===== config.mk =====
export PLATFORM = sky130hd
export DESIGN_NAME = arm_immediate_encoder_top
export DESIGN_NICKNAME = d
export VERILOG_FILES = /design/src/hdl/aie_pkg.sv /design/src/hdl/arm_immediate_encoder_top.sv
export SDC_FILE = /design/constraint.sdc
export NUM_CORES = 1
export LEC_CHECK = 0
export BUFFER_PORTS_ARGS = -buffer_cell sky130_fd_sc_hd__buf_2
export CORE_MARGIN = 5
export CORE_UTILIZATION = 28
export DETAILED_ROUTE_END_ITERATION = 10
export GPL_TIMING_DRIVEN = 0
export SLEW_MARGIN = 15
export SYNTH_ARGS = -nofsm -noshare
export SYNTH_HDL_FRONTEND = slang
export SYNTH_SLANG_ARGS = --single-unit

===== constraint.sdc =====
create_clock -name clk -period 7 [get_ports clk]
set_clock_uncertainty 0.1 [all_clocks]
set_input_delay 0.35 -clock clk [delete_from_list [all_inputs] [get_ports clk]]
set_output_delay 0.35 -clock clk [all_outputs]
set_load 0.02 [all_outputs]

===== src/hdl/aie_pkg.sv =====
// Package for the ARM modified-immediate encoder: beat types and opcode codes.
package aie_pkg;

    localparam int unsigned VALUE_W  = 32;
    localparam int unsigned OPCODE_W = 4;
    localparam int unsigned FIELD_W  = 12;
    localparam int unsigned IMM_W    = 8;
    localparam int unsigned ROT_W    = 4;
    localparam int unsigned NUM_ROT  = 16;

    localparam logic [VALUE_W-1:0] HIGH_MASK = 32'hFFFF_FF00;

    localparam logic [OPCODE_W-1:0] OP_AND = 4'd0;
    localparam logic [OPCODE_W-1:0] OP_SUB = 4'd2;
    localparam logic [OPCODE_W-1:0] OP_ADD = 4'd4;
    localparam logic [OPCODE_W-1:0] OP_ADC = 4'd5;
    localparam logic [OPCODE_W-1:0] OP_SBC = 4'd6;
    localparam logic [OPCODE_W-1:0] OP_CMP = 4'd10;
    localparam logic [OPCODE_W-1:0] OP_CMN = 4'd11;
    localparam logic [OPCODE_W-1:0] OP_MOV = 4'd13;
    localparam logic [OPCODE_W-1:0] OP_BIC = 4'd14;
    localparam logic [OPCODE_W-1:0] OP_MVN = 4'd15;

    typedef struct packed {
        logic [VALUE_W-1:0]  value;
        logic [OPCODE_W-1:0] opcode_in;
        logic                value_undefined;
    } aie_item_t;

    typedef struct packed {
        logic                fits;
        logic [FIELD_W-1:0]  imm_field;
        logic [OPCODE_W-1:0] opcode_out;
    } aie_result_t;

endpackage


===== src/hdl/arm_immediate_encoder_top.sv =====
// ARM modified-immediate encoder: input register, parallel rotation check, result register.
// A beat goes from the input register to the result register, which drives the result port.
// Throughput: one beat per cycle without result_ready stalls; input refills while result drains.
// All sixteen rotations are checked in parallel in the single stage between the two registers.
// Reset: rst_n asynchronous, active low; clears both valid flags, payload registers are not reset.
module arm_immediate_encoder_top
    import aie_pkg::*;
(
    input  logic        clk,
    input  logic        rst_n,
    input  logic        item_valid,
    output logic        item_ready,
    input  aie_item_t   item,
    output logic        result_valid,
    input  logic        result_ready,
    output aie_result_t result
);

    aie_item_t   item_reg;
    logic        stage_valid_reg;
    aie_result_t result_reg;
    logic        result_valid_reg;

    logic        out_free;
    logic        stage_move;
    aie_result_t result_next;

    logic [VALUE_W-1:0]  rot_val [NUM_ROT];
    logic [VALUE_W-1:0]  neg_val;
    logic [OPCODE_W-1:0] inv_op;
    logic                inv_ok;
    logic [OPCODE_W-1:0] neg_op;
    logic                neg_ok;

    assign out_free     = !result_valid_reg || result_ready;
    assign stage_move   = stage_valid_reg && out_free;
    assign item_ready   = !stage_valid_reg || out_free;
    assign result_valid = result_valid_reg;
    assign result       = result_reg;

    assign rot_val[0] = item_reg.value;
    for (genvar r = 1; r < NUM_ROT; r++)
    begin : g_rot
        assign rot_val[r] = (item_reg.value << (2 * r)) | (item_reg.value >> (VALUE_W - 2 * r));
    end

    assign neg_val = '0 - item_reg.value;

    always_comb
    begin
        inv_ok = 1'b1;
        inv_op = item_reg.opcode_in;
        unique case (item_reg.opcode_in)
            OP_AND:  inv_op = OP_BIC;
            OP_MOV:  inv_op = OP_MVN;
            OP_ADC:  inv_op = OP_SBC;
            default: inv_ok = 1'b0;
        endcase
    end

    always_comb
    begin
        neg_ok = 1'b1;
        neg_op = item_reg.opcode_in;
        unique case (item_reg.opcode_in)
            OP_ADD:  neg_op = OP_SUB;
            OP_CMP:  neg_op = OP_CMN;
            default: neg_ok = 1'b0;
        endcase
    end

    always_comb
    begin
        result_next.fits       = 1'b0;
        result_next.imm_field  = '0;
        result_next.opcode_out = item_reg.opcode_in;
        if (!item_reg.value_undefined)
        begin
            if ((item_reg.value & HIGH_MASK) == '0)
            begin
                result_next.fits      = 1'b1;
                result_next.imm_field = {ROT_W'(0), item_reg.value[IMM_W-1:0]};
            end
            else if (((~item_reg.value) & HIGH_MASK) == '0 && inv_ok)
            begin
                result_next.fits       = 1'b1;
                result_next.imm_field  = {ROT_W'(0), ~item_reg.value[IMM_W-1:0]};
                result_next.opcode_out = inv_op;
            end
            else if ((neg_val & HIGH_MASK) == '0 && neg_ok)
            begin
                result_next.fits       = 1'b1;
                result_next.imm_field  = {ROT_W'(0), neg_val[IMM_W-1:0]};
                result_next.opcode_out = neg_op;
            end
            else
            begin
                for (int r = 1; r < NUM_ROT; r++)
                begin
                    if (!result_next.fits)
                    begin
                        if ((rot_val[r] & HIGH_MASK) == '0)
                        begin
                            result_next.fits      = 1'b1;
                            result_next.imm_field = {ROT_W'(r), rot_val[r][IMM_W-1:0]};
                        end
                        else if (((~rot_val[r]) & HIGH_MASK) == '0 && inv_ok)
                        begin
                            result_next.fits       = 1'b1;
                            result_next.imm_field  = {ROT_W'(r), ~rot_val[r][IMM_W-1:0]};
                            result_next.opcode_out = inv_op;
                        end
                    end
                end
            end
        end
    end

    always_ff @(posedge clk or negedge rst_n)
    begin
        if (!rst_n)
        begin
            stage_valid_reg  <= 1'b0;
            result_valid_reg <= 1'b0;
        end
        else
        begin
            if (item_ready)
            begin
                stage_valid_reg <= item_valid;
            end
            if (out_free)
            begin
                result_valid_reg <= stage_valid_reg;
            end
        end
    end

    always_ff @(posedge clk)
    begin
        if (item_valid && item_ready)
        begin
            item_reg <= item;
        end
        if (stage_move)
        begin
            result_reg <= result_next;
        end
    end

`ifndef SYNTH
    a_fail_clean: assert property (@(posedge clk) disable iff (!rst_n)
        result_valid && !result.fits |-> result.imm_field == '0)
        else $error("failed encoding carries a nonzero field");

    a_swap_needs_fit: assert property (@(posedge clk) disable iff (!rst_n)
        stage_valid_reg && result_next.opcode_out != item_reg.opcode_in |-> result_next.fits)
        else $error("opcode substituted without an encoding");

    a_stage_holds: assert property (@(posedge clk) disable iff (!rst_n)
        stage_valid_reg && !out_free |=> stage_valid_reg && $stable(item_reg))
        else $error("input register changed while the result register was blocked");

    a_undef_fails: assert property (@(posedge clk) disable iff (!rst_n)
        stage_valid_reg && item_reg.value_undefined |-> !result_next.fits)
        else $error("undefined value produced an encoding");
`endif

endmodule


; After elaboration in Yosys (flattened, before gate mapping)
; Cells that the tools add are included.
; Widths: inputs -> output; s select.
[op_classes]
n_mux = 124
bitwise_logic = 47
addsub = 1
n_eq_ne = 4
n_reduce_logical = 60
[op_table]
columns = cell, n
row1 = $mux 17, 87
row2 = $logic_not 32->1, 33
row3 = $not 32->32, 16
row4 = $mux 13, 16
row5 = $not 8->8, 16
row6 = $mux 4, 17
row7 = $or 32x10->32, 1
row8 = $or 32x12->32, 1
row9 = $or 32x14->32, 1
row10 = $or 32x16->32, 1
row11 = $or 32x18->32, 1
row12 = $or 32x2->32, 1
row13 = $or 32x20->32, 1
row14 = $or 32x22->32, 1
row15 = $or 32x24->32, 1
row16 = $or 32x26->32, 1
row17 = $or 32x28->32, 1
row18 = $or 32x30->32, 1
row19 = $or 32x4->32, 1
row20 = $or 32x6->32, 1
row21 = $or 32x8->32, 1
row22 = $sub 1x32->32 const A, 1
row23 = $logic_and 1x1->1, 19
row24 = $pmux 4 s3, 1
row25 = other kinds (10), 15
[word_totals]
regBits = 56
wordCells = 245
output_inout_bits = 19

; Logic depth before layout (Yosys ltp)
; Gate-level depths: netlist (run 1).
[depth]
word_depth = 108
ltp_mapped = 14

; Least setup slack after synthesis (run 1)
; OpenSTA, ideal clock, no wires.
[synth_timing]
kind = register to register
startpoint = register item_reg[6] (netlist name)
endpoint = register result_reg (netlist bit result[7]), data pin
path_stages_with_launch = 13
slack_ns = 3.456
arrival_time_ns = 3.168
path_cell_list = edfxtp_1 -> clkbuf_1 -> inv_1 -> ha_1 -> nor3b_2 -> nand2_1 -> clkbuf_1 -> or4_4 -> nand2_2 -> o22ai_1 -> or4_1 -> a2111oi_2 -> a2111oi_1
[synth_via]
elab_chain_cells = 105
[synth_lines]
columns = item, line_no
row1 = from (decl), arm_immediate_encoder_top.sv:19  ; aie_item_t item_reg;
row2 = from (signal assigned), arm_immediate_encoder_top.sv:143  ; item_reg <= item;
row3 = $or 32x2->32, arm_immediate_encoder_top.sv:44  ; assign rot_val[r] = (item_reg.value << (2 * r)) | (item_reg.value >> (VALUE_W - 2 * r));
row4 = $not 8->8, arm_immediate_encoder_top.sv:110  ; result_next.imm_field = {ROT_W'(r), ~rot_val[r][IMM_W-1:0]};
row5 = $mux 17, arm_immediate_encoder_top.sv:107  ; else if (((~rot_val[r]) & HIGH_MASK) == '0 && inv_ok)
row6 = $mux 13, arm_immediate_encoder_top.sv:102  ; if ((rot_val[r] & HIGH_MASK) == '0)
row7 = $mux 17, arm_immediate_encoder_top.sv:90  ; else if ((neg_val & HIGH_MASK) == '0 && neg_ok)
row8 = $mux 17, arm_immediate_encoder_top.sv:84  ; else if (((~item_reg.value) & HIGH_MASK) == '0 && inv_ok)
row9 = $mux 17, arm_immediate_encoder_top.sv:79  ; if ((item_reg.value & HIGH_MASK) == '0)
row10 = $mux 17, arm_immediate_encoder_top.sv:77  ; if (!item_reg.value_undefined)
row11 = [... 89 more ...], --
row12 = $mux 17, arm_immediate_encoder_top.sv:79
row13 = $mux 17, arm_immediate_encoder_top.sv:77
row14 = $mux 17, arm_immediate_encoder_top.sv:107
row15 = $mux 13, arm_immediate_encoder_top.sv:102
row16 = $mux 17, arm_immediate_encoder_top.sv:100  ; if (!result_next.fits)
row17 = $mux 17 *, arm_immediate_encoder_top.sv:90
row18 = $mux 17 *, arm_immediate_encoder_top.sv:84
row19 = $mux 13 *, arm_immediate_encoder_top.sv:79
row20 = to (signal assigned), arm_immediate_encoder_top.sv:147  ; result_reg <= result_next;
row21 = to (decl), arm_immediate_encoder_top.sv:21  ; aie_result_t result_reg;
; Every way passes the cells marked *; elsewhere a longest branch is shown, timed or not. The select of a mux whose other input is x is not followed.
; A chain may end at the register's enable or synchronous reset.

; Worst setup path in the final report (run 1)
[layout_timing]
startpoint = register item_reg[5] (netlist name)
endpoint = register result_reg (netlist bit result[9]), data pin
[layout_via]
elab_chain_cells = 87
[layout_lines]
columns = item, line_no
row1 = $or 32x8->32, arm_immediate_encoder_top.sv:44
row2 = $not 32->32, arm_immediate_encoder_top.sv:107
row3 = $logic_not 32->1, arm_immediate_encoder_top.sv:107
row4 = $logic_and 1x1->1, arm_immediate_encoder_top.sv:107
row5 = $mux 17, arm_immediate_encoder_top.sv:107
row6 = $mux 13, arm_immediate_encoder_top.sv:102
row7 = $mux 17, arm_immediate_encoder_top.sv:100
row8 = $mux 17, arm_immediate_encoder_top.sv:90
row9 = [... 71 more ...], --
row10 = $mux 17, arm_immediate_encoder_top.sv:79
row11 = $mux 17, arm_immediate_encoder_top.sv:77
row12 = $mux 17, arm_immediate_encoder_top.sv:107
row13 = $mux 13, arm_immediate_encoder_top.sv:102
row14 = $mux 17, arm_immediate_encoder_top.sv:100
row15 = $mux 17 *, arm_immediate_encoder_top.sv:90
row16 = $mux 17 *, arm_immediate_encoder_top.sv:84
row17 = $mux 13 *, arm_immediate_encoder_top.sv:79
; Marked as above.

==> results of run 1 <==
## cell families after synthesis
logic type / share of synthesized area (%)
buf+inv: 6.38
mux: 6.29
xor+xnor: 0.628
simple gates: 38.6
flops: 24.0
compound gates: 23.8
fa+ha+maj: 0.359
## metrics by stage
stage,setup WS [ns],hold WS (ns),util [%]
5_1_grt,1.04,0.0839,32.6
3_3_place_gp,0.314,0.0380,31.4
3_5_place_dp,1.43,0.0384,31.9
2_1_floorplan,3.46,-0.0456,-
4_1_cts,1.42,0.0837,32.6
6_report,1.18,0.0858,32.7
## layout make-up
class	count	area, µm²	share of cell area, %
multi-input cells	766	4920	61.7
clock buffers	6	129	1.61
clock inverters	2	38.8	0.486
repair buffers	67	368	4.61
diodes	2	5.00	0.0627
plain buffers	88	389	4.87
inverters	15	56.3	0.705
well taps	324	405	5.08
flip-flops and latches	56	1670	20.9
## cells in the final DEF (no fill, tap or decap), drive strengths merged, types with 5 or more instances in the layout
cell     Yosys  layout
a2111oi      8       8
a211oi      18      18
a21oi       44      44
a221oi       7       7
a222oi       5       5
a22oi        6       6
a31oi        7       7
and2        14      14
and3        11      11
and4        18      18
buf         39     105
clkbuf      49      55
edfxtp      54      54
inv         14      15
mux2         7       7
mux2i       36      36
nand2       97      97
nand2b       5       5
nand3       49      49
nand4       59      59
nand4b       5       5
nor2        77      77
nor3        38      38
nor4        59      59
o2111ai      7       7
o211ai      14      14
o21ai       57      57
o221ai       7       7
o22ai       13      13
or2          5       5
or3          7       7
or4         18      18
## power by group
group	switching [mW]	leakage, nW	total, mW	internal [mW]
clock	0.147	0.0815	0.319	0.172
sequential	0.0123	0.546	0.406	0.394
combinational	0.177	1.98	0.240	0.0625
total	0.336	2.61	0.964	0.628
## metal layers
metal,global-route usage (%),wire (µm)
met1,41.6,18800
met4,18.1,3390
met5,0,0
met3,6.80,4150
met2,47.5,19400
## worst max-delay path: cells and delay by family (launching register included)
| family | cells | cell delay [ns] |
|---|---|---|
| compound gates | 3 | 1.11 |
| fa+ha+maj | 1 | 0.51 |
| buf+inv | 3 | 1.17 |
| flops | 1 | 0.40 |
| simple gates | 5 | 2.32 |
## repair_timing
item	in CTS	in global routing
hold buffers	1	0
endpoints found under the hold margin	2	0
endpoints found under the setup margin	0	0
## final timing paths
path | from | end | slack, ns | cells past startpoint
max in group asynchronous | rst_n | result_valid$_DFFE_PN0P_ | 6.47 | 2
worst max-delay path | item_reg[5]$_DFFE_PP_ | result[9]$_SDFFCE_PP0P_ | 1.18 | 12
worst min register to register | stage_valid_reg$_DFFE_PN0N_ | result_valid$_DFFE_PN0P_ | 0.39 | 1
min in group asynchronous | rst_n | stage_valid_reg$_DFFE_PN0N_ | 0.23 | 2
worst max register to register | item_reg[5]$_DFFE_PP_ | result[9]$_SDFFCE_PP0P_ | 1.18 | 12
worst min-delay path | item[27] | item_reg[27]$_DFFE_PP_ | 0.09 | 1
==> impl_metrics.xml, run 1 <==
<?xml version="1.0" encoding="UTF-8"?>
<metrics>
  <group name="outcome">
    <metric name="run_status" unit="">complete, no violations</metric>
  </group>
  <group name="sta">
    <metric name="timing.final.hold_violations" unit="">0</metric>
    <metric name="setup_violations" unit="">0</metric>
    <metric name="rsz0062_at_grt" unit="">no</metric>
    <metric name="final_period_minus_worst_setup_slack" unit="ns">5.82</metric>
    <metric name="worst_slew_pin_slew" unit="ns">1.31</metric>
    <metric name="finalMaxSlewViolations" unit="">0</metric>
    <metric name="setup_tns" unit="ns">0</metric>
    <metric name="max_slew_margin" unit="%">12.3</metric>
    <metric name="timing.final.crit_share" unit="%">83.1</metric>
    <metric name="achievable-frequency" unit="MHz">172</metric>
  </group>
  <group name="route">
    <metric name="drt_pre_antenna_iters" unit="">5</metric>
    <metric name="postRouteWirelength" unit="mm">45.7</metric>
    <metric name="post_drt_wl_per_cell" unit="µm">34.5</metric>
    <metric name="routed-via-count" unit="">8968</metric>
    <metric name="viasPerCell" unit="">6.76</metric>
    <metric name="drt.antenna.violating_nets" unit="">0</metric>
    <metric name="drc_errors" unit="">0</metric>
    <metric name="drt_first_iter_violations" unit="">1148</metric>
  </group>
  <group name="floorplan">
    <metric name="floorplan.die.width" unit="µm">168</metric>
    <metric name="placementRows" unit="">57</metric>
    <metric name="ioPinCount" unit="">60</metric>
    <metric name="floorplan_core_area" unit="µm²">24500</metric>
    <metric name="initial_core_util" unit="%">28.5</metric>
    <metric name="die_height" unit="µm">168</metric>
    <metric name="die_area" unit="µm²">28200</metric>
  </group>
  <group name="clock_tree">
    <metric name="postCtsSetupRepairBufs" unit="">0</metric>
    <metric name="ctsHtreeMaxLevel" unit="">2</metric>
    <metric name="clk_pin_slew_worst_paths" unit="ns">0.10</metric>
    <metric name="clock-sinks" unit="">56</metric>
    <metric name="max-clock-path-buffers" unit="">2</metric>
    <metric name="cts_buffers" unit="">5</metric>
    <metric name="clk_latency" unit="ns">0.33</metric>
    <metric name="cts_tree" unit="">yes</metric>
    <metric name="postCtsResizedCells" unit="">0</metric>
    <metric name="root_buffer" unit="">sky130_fd_sc_hd__clkbuf_16</metric>
  </group>
  <group name="place">
    <metric name="dpl.cell_count" unit="">1315</metric>
    <metric name="dp_wirelength" unit="mm">36.3</metric>
    <metric name="placement.cell_area" unit="µm²">7800</metric>
    <metric name="place.port_buffers" unit="">59</metric>
    <metric name="routabilityCongestion" unit="">1.06</metric>
  </group>
  <group name="setup_path">
    <metric name="crit_arrival" unit="ns">5.85</metric>
    <metric name="timing.critical_path.cells" unit="">clkbuf_1, clkinv_1, ha_1, nor3b_2, nand2_1, clkbuf_1, o21ai_0, o2111ai_1, nor4_1, nand2_1, and4_1, a2111oi_2</metric>
    <metric name="cp-end-kind" unit="">register</metric>
    <metric name="critPathSlowestCell" unit="">sky130_fd_sc_hd__nor3b_2</metric>
    <metric name="timing.critical_path.fanout_max" unit="">10</metric>
    <metric name="critical-path-max-stage-delay" unit="ns">0.74</metric>
    <metric name="path_class" unit="">register to register</metric>
    <metric name="critical_path_required" unit="ns">7.04</metric>
    <metric name="critical_path.startpoint_type" unit="">register</metric>
  </group>
  <group name="global_routing">
    <metric name="grt_max_degree" unit="">36</metric>
    <metric name="first_global_vias" unit="">8543</metric>
    <metric name="grt_util_all_layers" unit="%">31.5</metric>
    <metric name="grt_antenna_before_repair" unit="">1</metric>
    <metric name="grt.overflow.total" unit="">0</metric>
    <metric name="grt_pass1_wl" unit="mm">64.9</metric>
  </group>
  <group name="synthesis">
    <metric name="synth.ff_latch_count" unit="">56</metric>
    <metric name="portion_of_the_post_synthesis_area_used_by_sequential_elements" unit="%">24.0</metric>
    <metric name="synth_top_cell_by_area" unit="">sky130_fd_sc_hd__edfxtp_1</metric>
    <metric name="synth_edf_count" unit="">54</metric>
    <metric name="yosys.cell_types.count" unit="">82</metric>
    <metric name="syn-cell-area" unit="µm²">6980</metric>
    <metric name="synth_warnings" unit="">0</metric>
    <metric name="netlist_instances" unit="">925</metric>
    <metric name="asyncSetResetFlopFracSynth" unit="%">3.57</metric>
    <metric name="synth_top_area_share" unit="%">23.2</metric>
    <metric name="synth_fp_nets" unit="">968</metric>
    <metric name="postSynthAreaPerCell" unit="µm²">7.54</metric>
    <metric name="dominantRegCellSynth" unit="">sky130_fd_sc_hd__edfxtp_1</metric>
    <metric name="synth.top_cells.by_area" unit="">sky130_fd_sc_hd__edfxtp_1 23%, sky130_fd_sc_hd__nand4_1 5.2%, sky130_fd_sc_hd__mux2i_1 5.2%</metric>
    <metric name="synth.cells.most_frequent" unit="">96 x sky130_fd_sc_hd__nand2_1, 77 x sky130_fd_sc_hd__nor2_1, 58 x sky130_fd_sc_hd__nand4_1</metric>
    <metric name="synth.most_common_cell" unit="">sky130_fd_sc_hd__nand2_1</metric>
  </group>
  <group name="flow_run">
    <metric name="timing.max_cap.violations" unit="">0</metric>
  </group>
  <group name="power">
    <metric name="power.static_leakage" unit="nW">2.61</metric>
    <metric name="power_per_cell_area" unit="nW/µm²">121</metric>
    <metric name="worst_ir_drop_vdd" unit="µV">87.8</metric>
    <metric name="p_total" unit="µW">964</metric>
  </group>
  <group name="cells_and_area">
    <metric name="fillerInstances" unit="">2674</metric>
    <metric name="largest_register_ff_count" unit="">37</metric>
    <metric name="area_growth" unit="%">14.5</metric>
    <metric name="layout-drive-gt1-share" unit="%">15.6</metric>
    <metric name="cell_count_final_fillers_out" unit="">1326</metric>
    <metric name="net_count_of_the_finished_layout" unit="">1042</metric>
    <metric name="layout.cell_area.non_filler" unit="µm²">7990</metric>
  </group>
  <group name="worst_hold_path">
    <metric name="worstHoldPathType" unit="">input pin to register</metric>
  </group>
</metrics>
(Power assumes the default switching activity.)
==> run 2, diff against run 1 <==
==> constraint.sdc (replaced) <==
create_clock -name clk -period 5.3 [get_ports clk]
set_clock_uncertainty 0.1 [all_clocks]
set_input_delay 0.265 -clock clk [delete_from_list [all_inputs] [get_ports clk]]
set_output_delay 0.265 -clock clk [all_outputs]
set_load 0.02 [all_outputs]
==> impl_metrics.xml, run 2 (synthesized netlist as in run 1, its figures left out) <==
<?xml version="1.0" encoding="UTF-8"?>
<metrics>
  <group name="cells_and_area">
    <metric name="layout-drive-gt1-share" unit="%">16.2</metric>
    <metric name="area_growth" unit="%">15.7</metric>
    <metric name="net_count_of_the_finished_layout" unit="">1046</metric>
    <metric name="layout.cells.most_common" unit="">sky130_fd_sc_hd__nand2_1</metric>
    <metric name="post-route-util" unit="%">33.0</metric>
    <metric name="final_cell_mix" unit="">94 x sky130_fd_sc_hd__nand2_1, 86 x sky130_fd_sc_hd__buf_2, 77 x sky130_fd_sc_hd__nor2_1</metric>
    <metric name="layout.cell_area.non_filler" unit="µm²">8070</metric>
    <metric name="fillerInstances" unit="">2664</metric>
    <metric name="largest_register_ff_count" unit="">37</metric>
  </group>
  <group name="clock_tree">
    <metric name="cts_tree" unit="">yes</metric>
    <metric name="clk_latency" unit="ns">0.33</metric>
    <metric name="clock-sinks" unit="">56</metric>
    <metric name="root_buffer" unit="">sky130_fd_sc_hd__clkbuf_16</metric>
    <metric name="cts_buffers" unit="">5</metric>
    <metric name="ctsHtreeMaxLevel" unit="">2</metric>
    <metric name="clk_pin_slew_worst_paths" unit="ns">0.10</metric>
    <metric name="max-clock-path-buffers" unit="">2</metric>
  </group>
  <group name="setup_path">
    <metric name="regToRegSetupSlack" unit="ns">0.13</metric>
    <metric name="path_class" unit="">register to register</metric>
    <metric name="regToRegStartpoint" unit="">item_reg[6]$_DFFE_PP_</metric>
    <metric name="end_of_the_worst_register_to_register_path" unit="">result[7]$_SDFFCE_PP0P_</metric>
    <metric name="crit_arrival" unit="ns">5.16</metric>
    <metric name="cp-end-kind" unit="">register</metric>
    <metric name="reg2regPathDepth" unit="">11</metric>
    <metric name="timing.critical_path.from" unit="">item_reg[6]$_DFFE_PP_</metric>
    <metric name="critical_path.startpoint_type" unit="">register</metric>
    <metric name="critical_path_required" unit="ns">5.29</metric>
    <metric name="timing.critical_path.fanout_max" unit="">11</metric>
    <metric name="crit_end" unit="">result[7]$_SDFFCE_PP0P_</metric>
  </group>
  <group name="global_routing">
    <metric name="grt.overflow.total" unit="">0</metric>
    <metric name="grt_pass1_wl" unit="mm">65.0</metric>
    <metric name="grt_antenna_before_repair" unit="">1</metric>
    <metric name="grt_util_all_layers" unit="%">31.6</metric>
    <metric name="grt_max_degree" unit="">36</metric>
    <metric name="first_global_vias" unit="">8572</metric>
  </group>
  <group name="power">
    <metric name="share_clk_of_total_power" unit="%">33.0</metric>
    <metric name="power.static_leakage" unit="nW">2.66</metric>
    <metric name="worst_ir_drop_vdd" unit="µV">116</metric>
    <metric name="flop_pwr_share" unit="%">41.9</metric>
    <metric name="power_per_cell_area" unit="nW/µm²">159</metric>
    <metric name="p_comb_share" unit="%">25.1</metric>
    <metric name="internal-power" unit="µW">832</metric>
    <metric name="switching_share" unit="%">35.0</metric>
    <metric name="total_switching_power" unit="µW">448</metric>
  </group>
  <group name="outcome">
    <metric name="run_status" unit="">complete, no violations</metric>
  </group>
  <group name="route">
    <metric name="viasPerCell" unit="">6.78</metric>
    <metric name="postRouteWirelength" unit="mm">45.8</metric>
    <metric name="drc_errors" unit="">0</metric>
    <metric name="drt.antenna.violating_nets" unit="">0</metric>
    <metric name="drt_pre_antenna_iters" unit="">6</metric>
    <metric name="post_drt_wl_per_cell" unit="µm">34.4</metric>
    <metric name="routed-via-count" unit="">9012</metric>
    <metric name="drt_first_iter_violations" unit="">1196</metric>
  </group>
  <group name="flow_run">
    <metric name="timing.max_cap.violations" unit="">0</metric>
  </group>
  <group name="sta">
    <metric name="setup_tns" unit="ns">0</metric>
    <metric name="max_slew_margin" unit="%">17.5</metric>
    <metric name="achievable-frequency" unit="MHz">193</metric>
    <metric name="finalWorstSetupSlack" unit="ns">0.126</metric>
    <metric name="timing.final.crit_share" unit="%">97.6</metric>
    <metric name="rsz0062_at_grt" unit="">no</metric>
    <metric name="timing.final.hold_violations" unit="">0</metric>
    <metric name="setup_violations" unit="">0</metric>
    <metric name="final_period_minus_worst_setup_slack" unit="ns">5.17</metric>
    <metric name="finalMaxSlewViolations" unit="">0</metric>
    <metric name="timing.hold.ws" unit="ns">0.000970</metric>
    <metric name="worst_slew_pin_slew" unit="ns">1.23</metric>
  </group>
  <group name="floorplan">
    <metric name="ioPinCount" unit="">60</metric>
    <metric name="placementRows" unit="">57</metric>
    <metric name="die_height" unit="µm">168</metric>
    <metric name="floorplan_core_area" unit="µm²">24500</metric>
    <metric name="initial_core_util" unit="%">28.5</metric>
    <metric name="floorplan.die.width" unit="µm">168</metric>
    <metric name="die_area" unit="µm²">28200</metric>
  </group>
  <group name="place">
    <metric name="place.port_buffers" unit="">59</metric>
    <metric name="dp_wirelength" unit="mm">36.3</metric>
    <metric name="placement.cell_area" unit="µm²">7800</metric>
    <metric name="routabilityCongestion" unit="">1.06</metric>
    <metric name="placement.setup.worst_slack" unit="ns">-0.272</metric>
  </group>
  <group name="worst_hold_path">
    <metric name="worstHoldPathType" unit="">input pin to register</metric>
  </group>
</metrics>
==> run 2: changes by cell type in the layout (fill, tap and decap cells not counted), moves of 2 or more <==
cell / delta
sky130_fd_sc_hd__clkbuf_1: -2
sky130_fd_sc_hd__dlygate4sd3_1: +4
sky130_fd_sc_hd__nor4_1: -2
sky130_fd_sc_hd__nand2_1: -2
sky130_fd_sc_hd__nand2_2: +2
==> run 2: critical path, stage by stage, from the launching register on <==
cell and delay (ns):
sky130_fd_sc_hd__edfxtp_1 0.40, sky130_fd_sc_hd__clkbuf_1 0.39, sky130_fd_sc_hd__inv_1 0.31, sky130_fd_sc_hd__ha_1 0.51
sky130_fd_sc_hd__nor3b_4 0.55, sky130_fd_sc_hd__nand2_2 0.41, sky130_fd_sc_hd__nor4_1 0.53, sky130_fd_sc_hd__o22ai_1 0.15
sky130_fd_sc_hd__nor4_1 0.58, sky130_fd_sc_hd__and2_1 0.42, sky130_fd_sc_hd__a2111oi_2 0.10, sky130_fd_sc_hd__a2111oi_1 0.47
==> run 2: how the worst min path moves through the flow <==
stage / start / to / slack [ns] / depth (start not counted)
5_1_grt: item[12] / item_reg[12]$_DFFE_PP_ / 0.003 / 1
4_1_cts: item[26] / item_reg[26]$_DFFE_PP_ / 0.0005 / 1
3_3_place_gp: rst_n / stage_valid_reg$_DFFE_PN0N_ / -0.05 / 1
2_1_floorplan: rst_n / result_valid$_DFFE_PN0P_ / -0.13 / 0
3_5_place_dp: rst_n / stage_valid_reg$_DFFE_PN0N_ / -0.05 / 1
6_report: item[26] / item_reg[26]$_DFFE_PP_ / 0.001 / 1
==> run 2: metal layers <==
metal  track usage, %  vias to the layer above  part of all wire, %
li1                 -                     3850                    -
met1             41.5                     4362                   40
met2             47.2                      638                   42
met3             6.94                      162                  9.9
met4             19.1                        0                  7.9
met5                0                        -                    0
==> run 2: metrics by stage <==
step	power [mW]	instances
global route	1.32	1328
global placement	0.850	1308
CTS	1.28	1327
floorplan	0.719	925
detailed placement	0.851	1315
finish	1.28	1329
==> run 2: final cells by class <==
| cell class | instances | area, µm² | share of cell area [%] |
|---|---|---|---|
| Antenna cell | 1 | 2.50 | 0.0310 |
| Buffer | 87 | 387 | 4.79 |
| Clock buffer | 6 | 129 | 1.60 |
| Clock inverter | 2 | 38.8 | 0.480 |
| Inverter | 15 | 56.3 | 0.697 |
| Multi-Input combinational cell | 766 | 4970 | 61.5 |
| Sequential cell | 56 | 1670 | 20.7 |
| Tap cell | 324 | 405 | 5.02 |
| Timing Repair Buffer | 72 | 415 | 5.14 |
==> run 2: power by group through the flow <==
| stage | logic [mW] | clock network, mW | registers [mW] |
|---|---|---|---|
| global placement | 0.304 | 0 | 0.546 |
| CTS | 0.309 | 0.435 | 0.536 |
| detailed placement | 0.305 | 0 | 0.546 |
| floorplan | 0.164 | 0 | 0.555 |
| global route | 0.334 | 0.448 | 0.540 |
| finish | 0.321 | 0.422 | 0.537 |
==> run 2: what timing repair did <==
item / 4_1_cts / 5_1_grt
cloned: 0 / 0
resized for setup: 2 / 8
endpoints found under the hold margin: 6 / 0
buffers inserted: 0 / 1
hold buffers: 5 / 0
endpoints found under the setup margin: 13 / 16
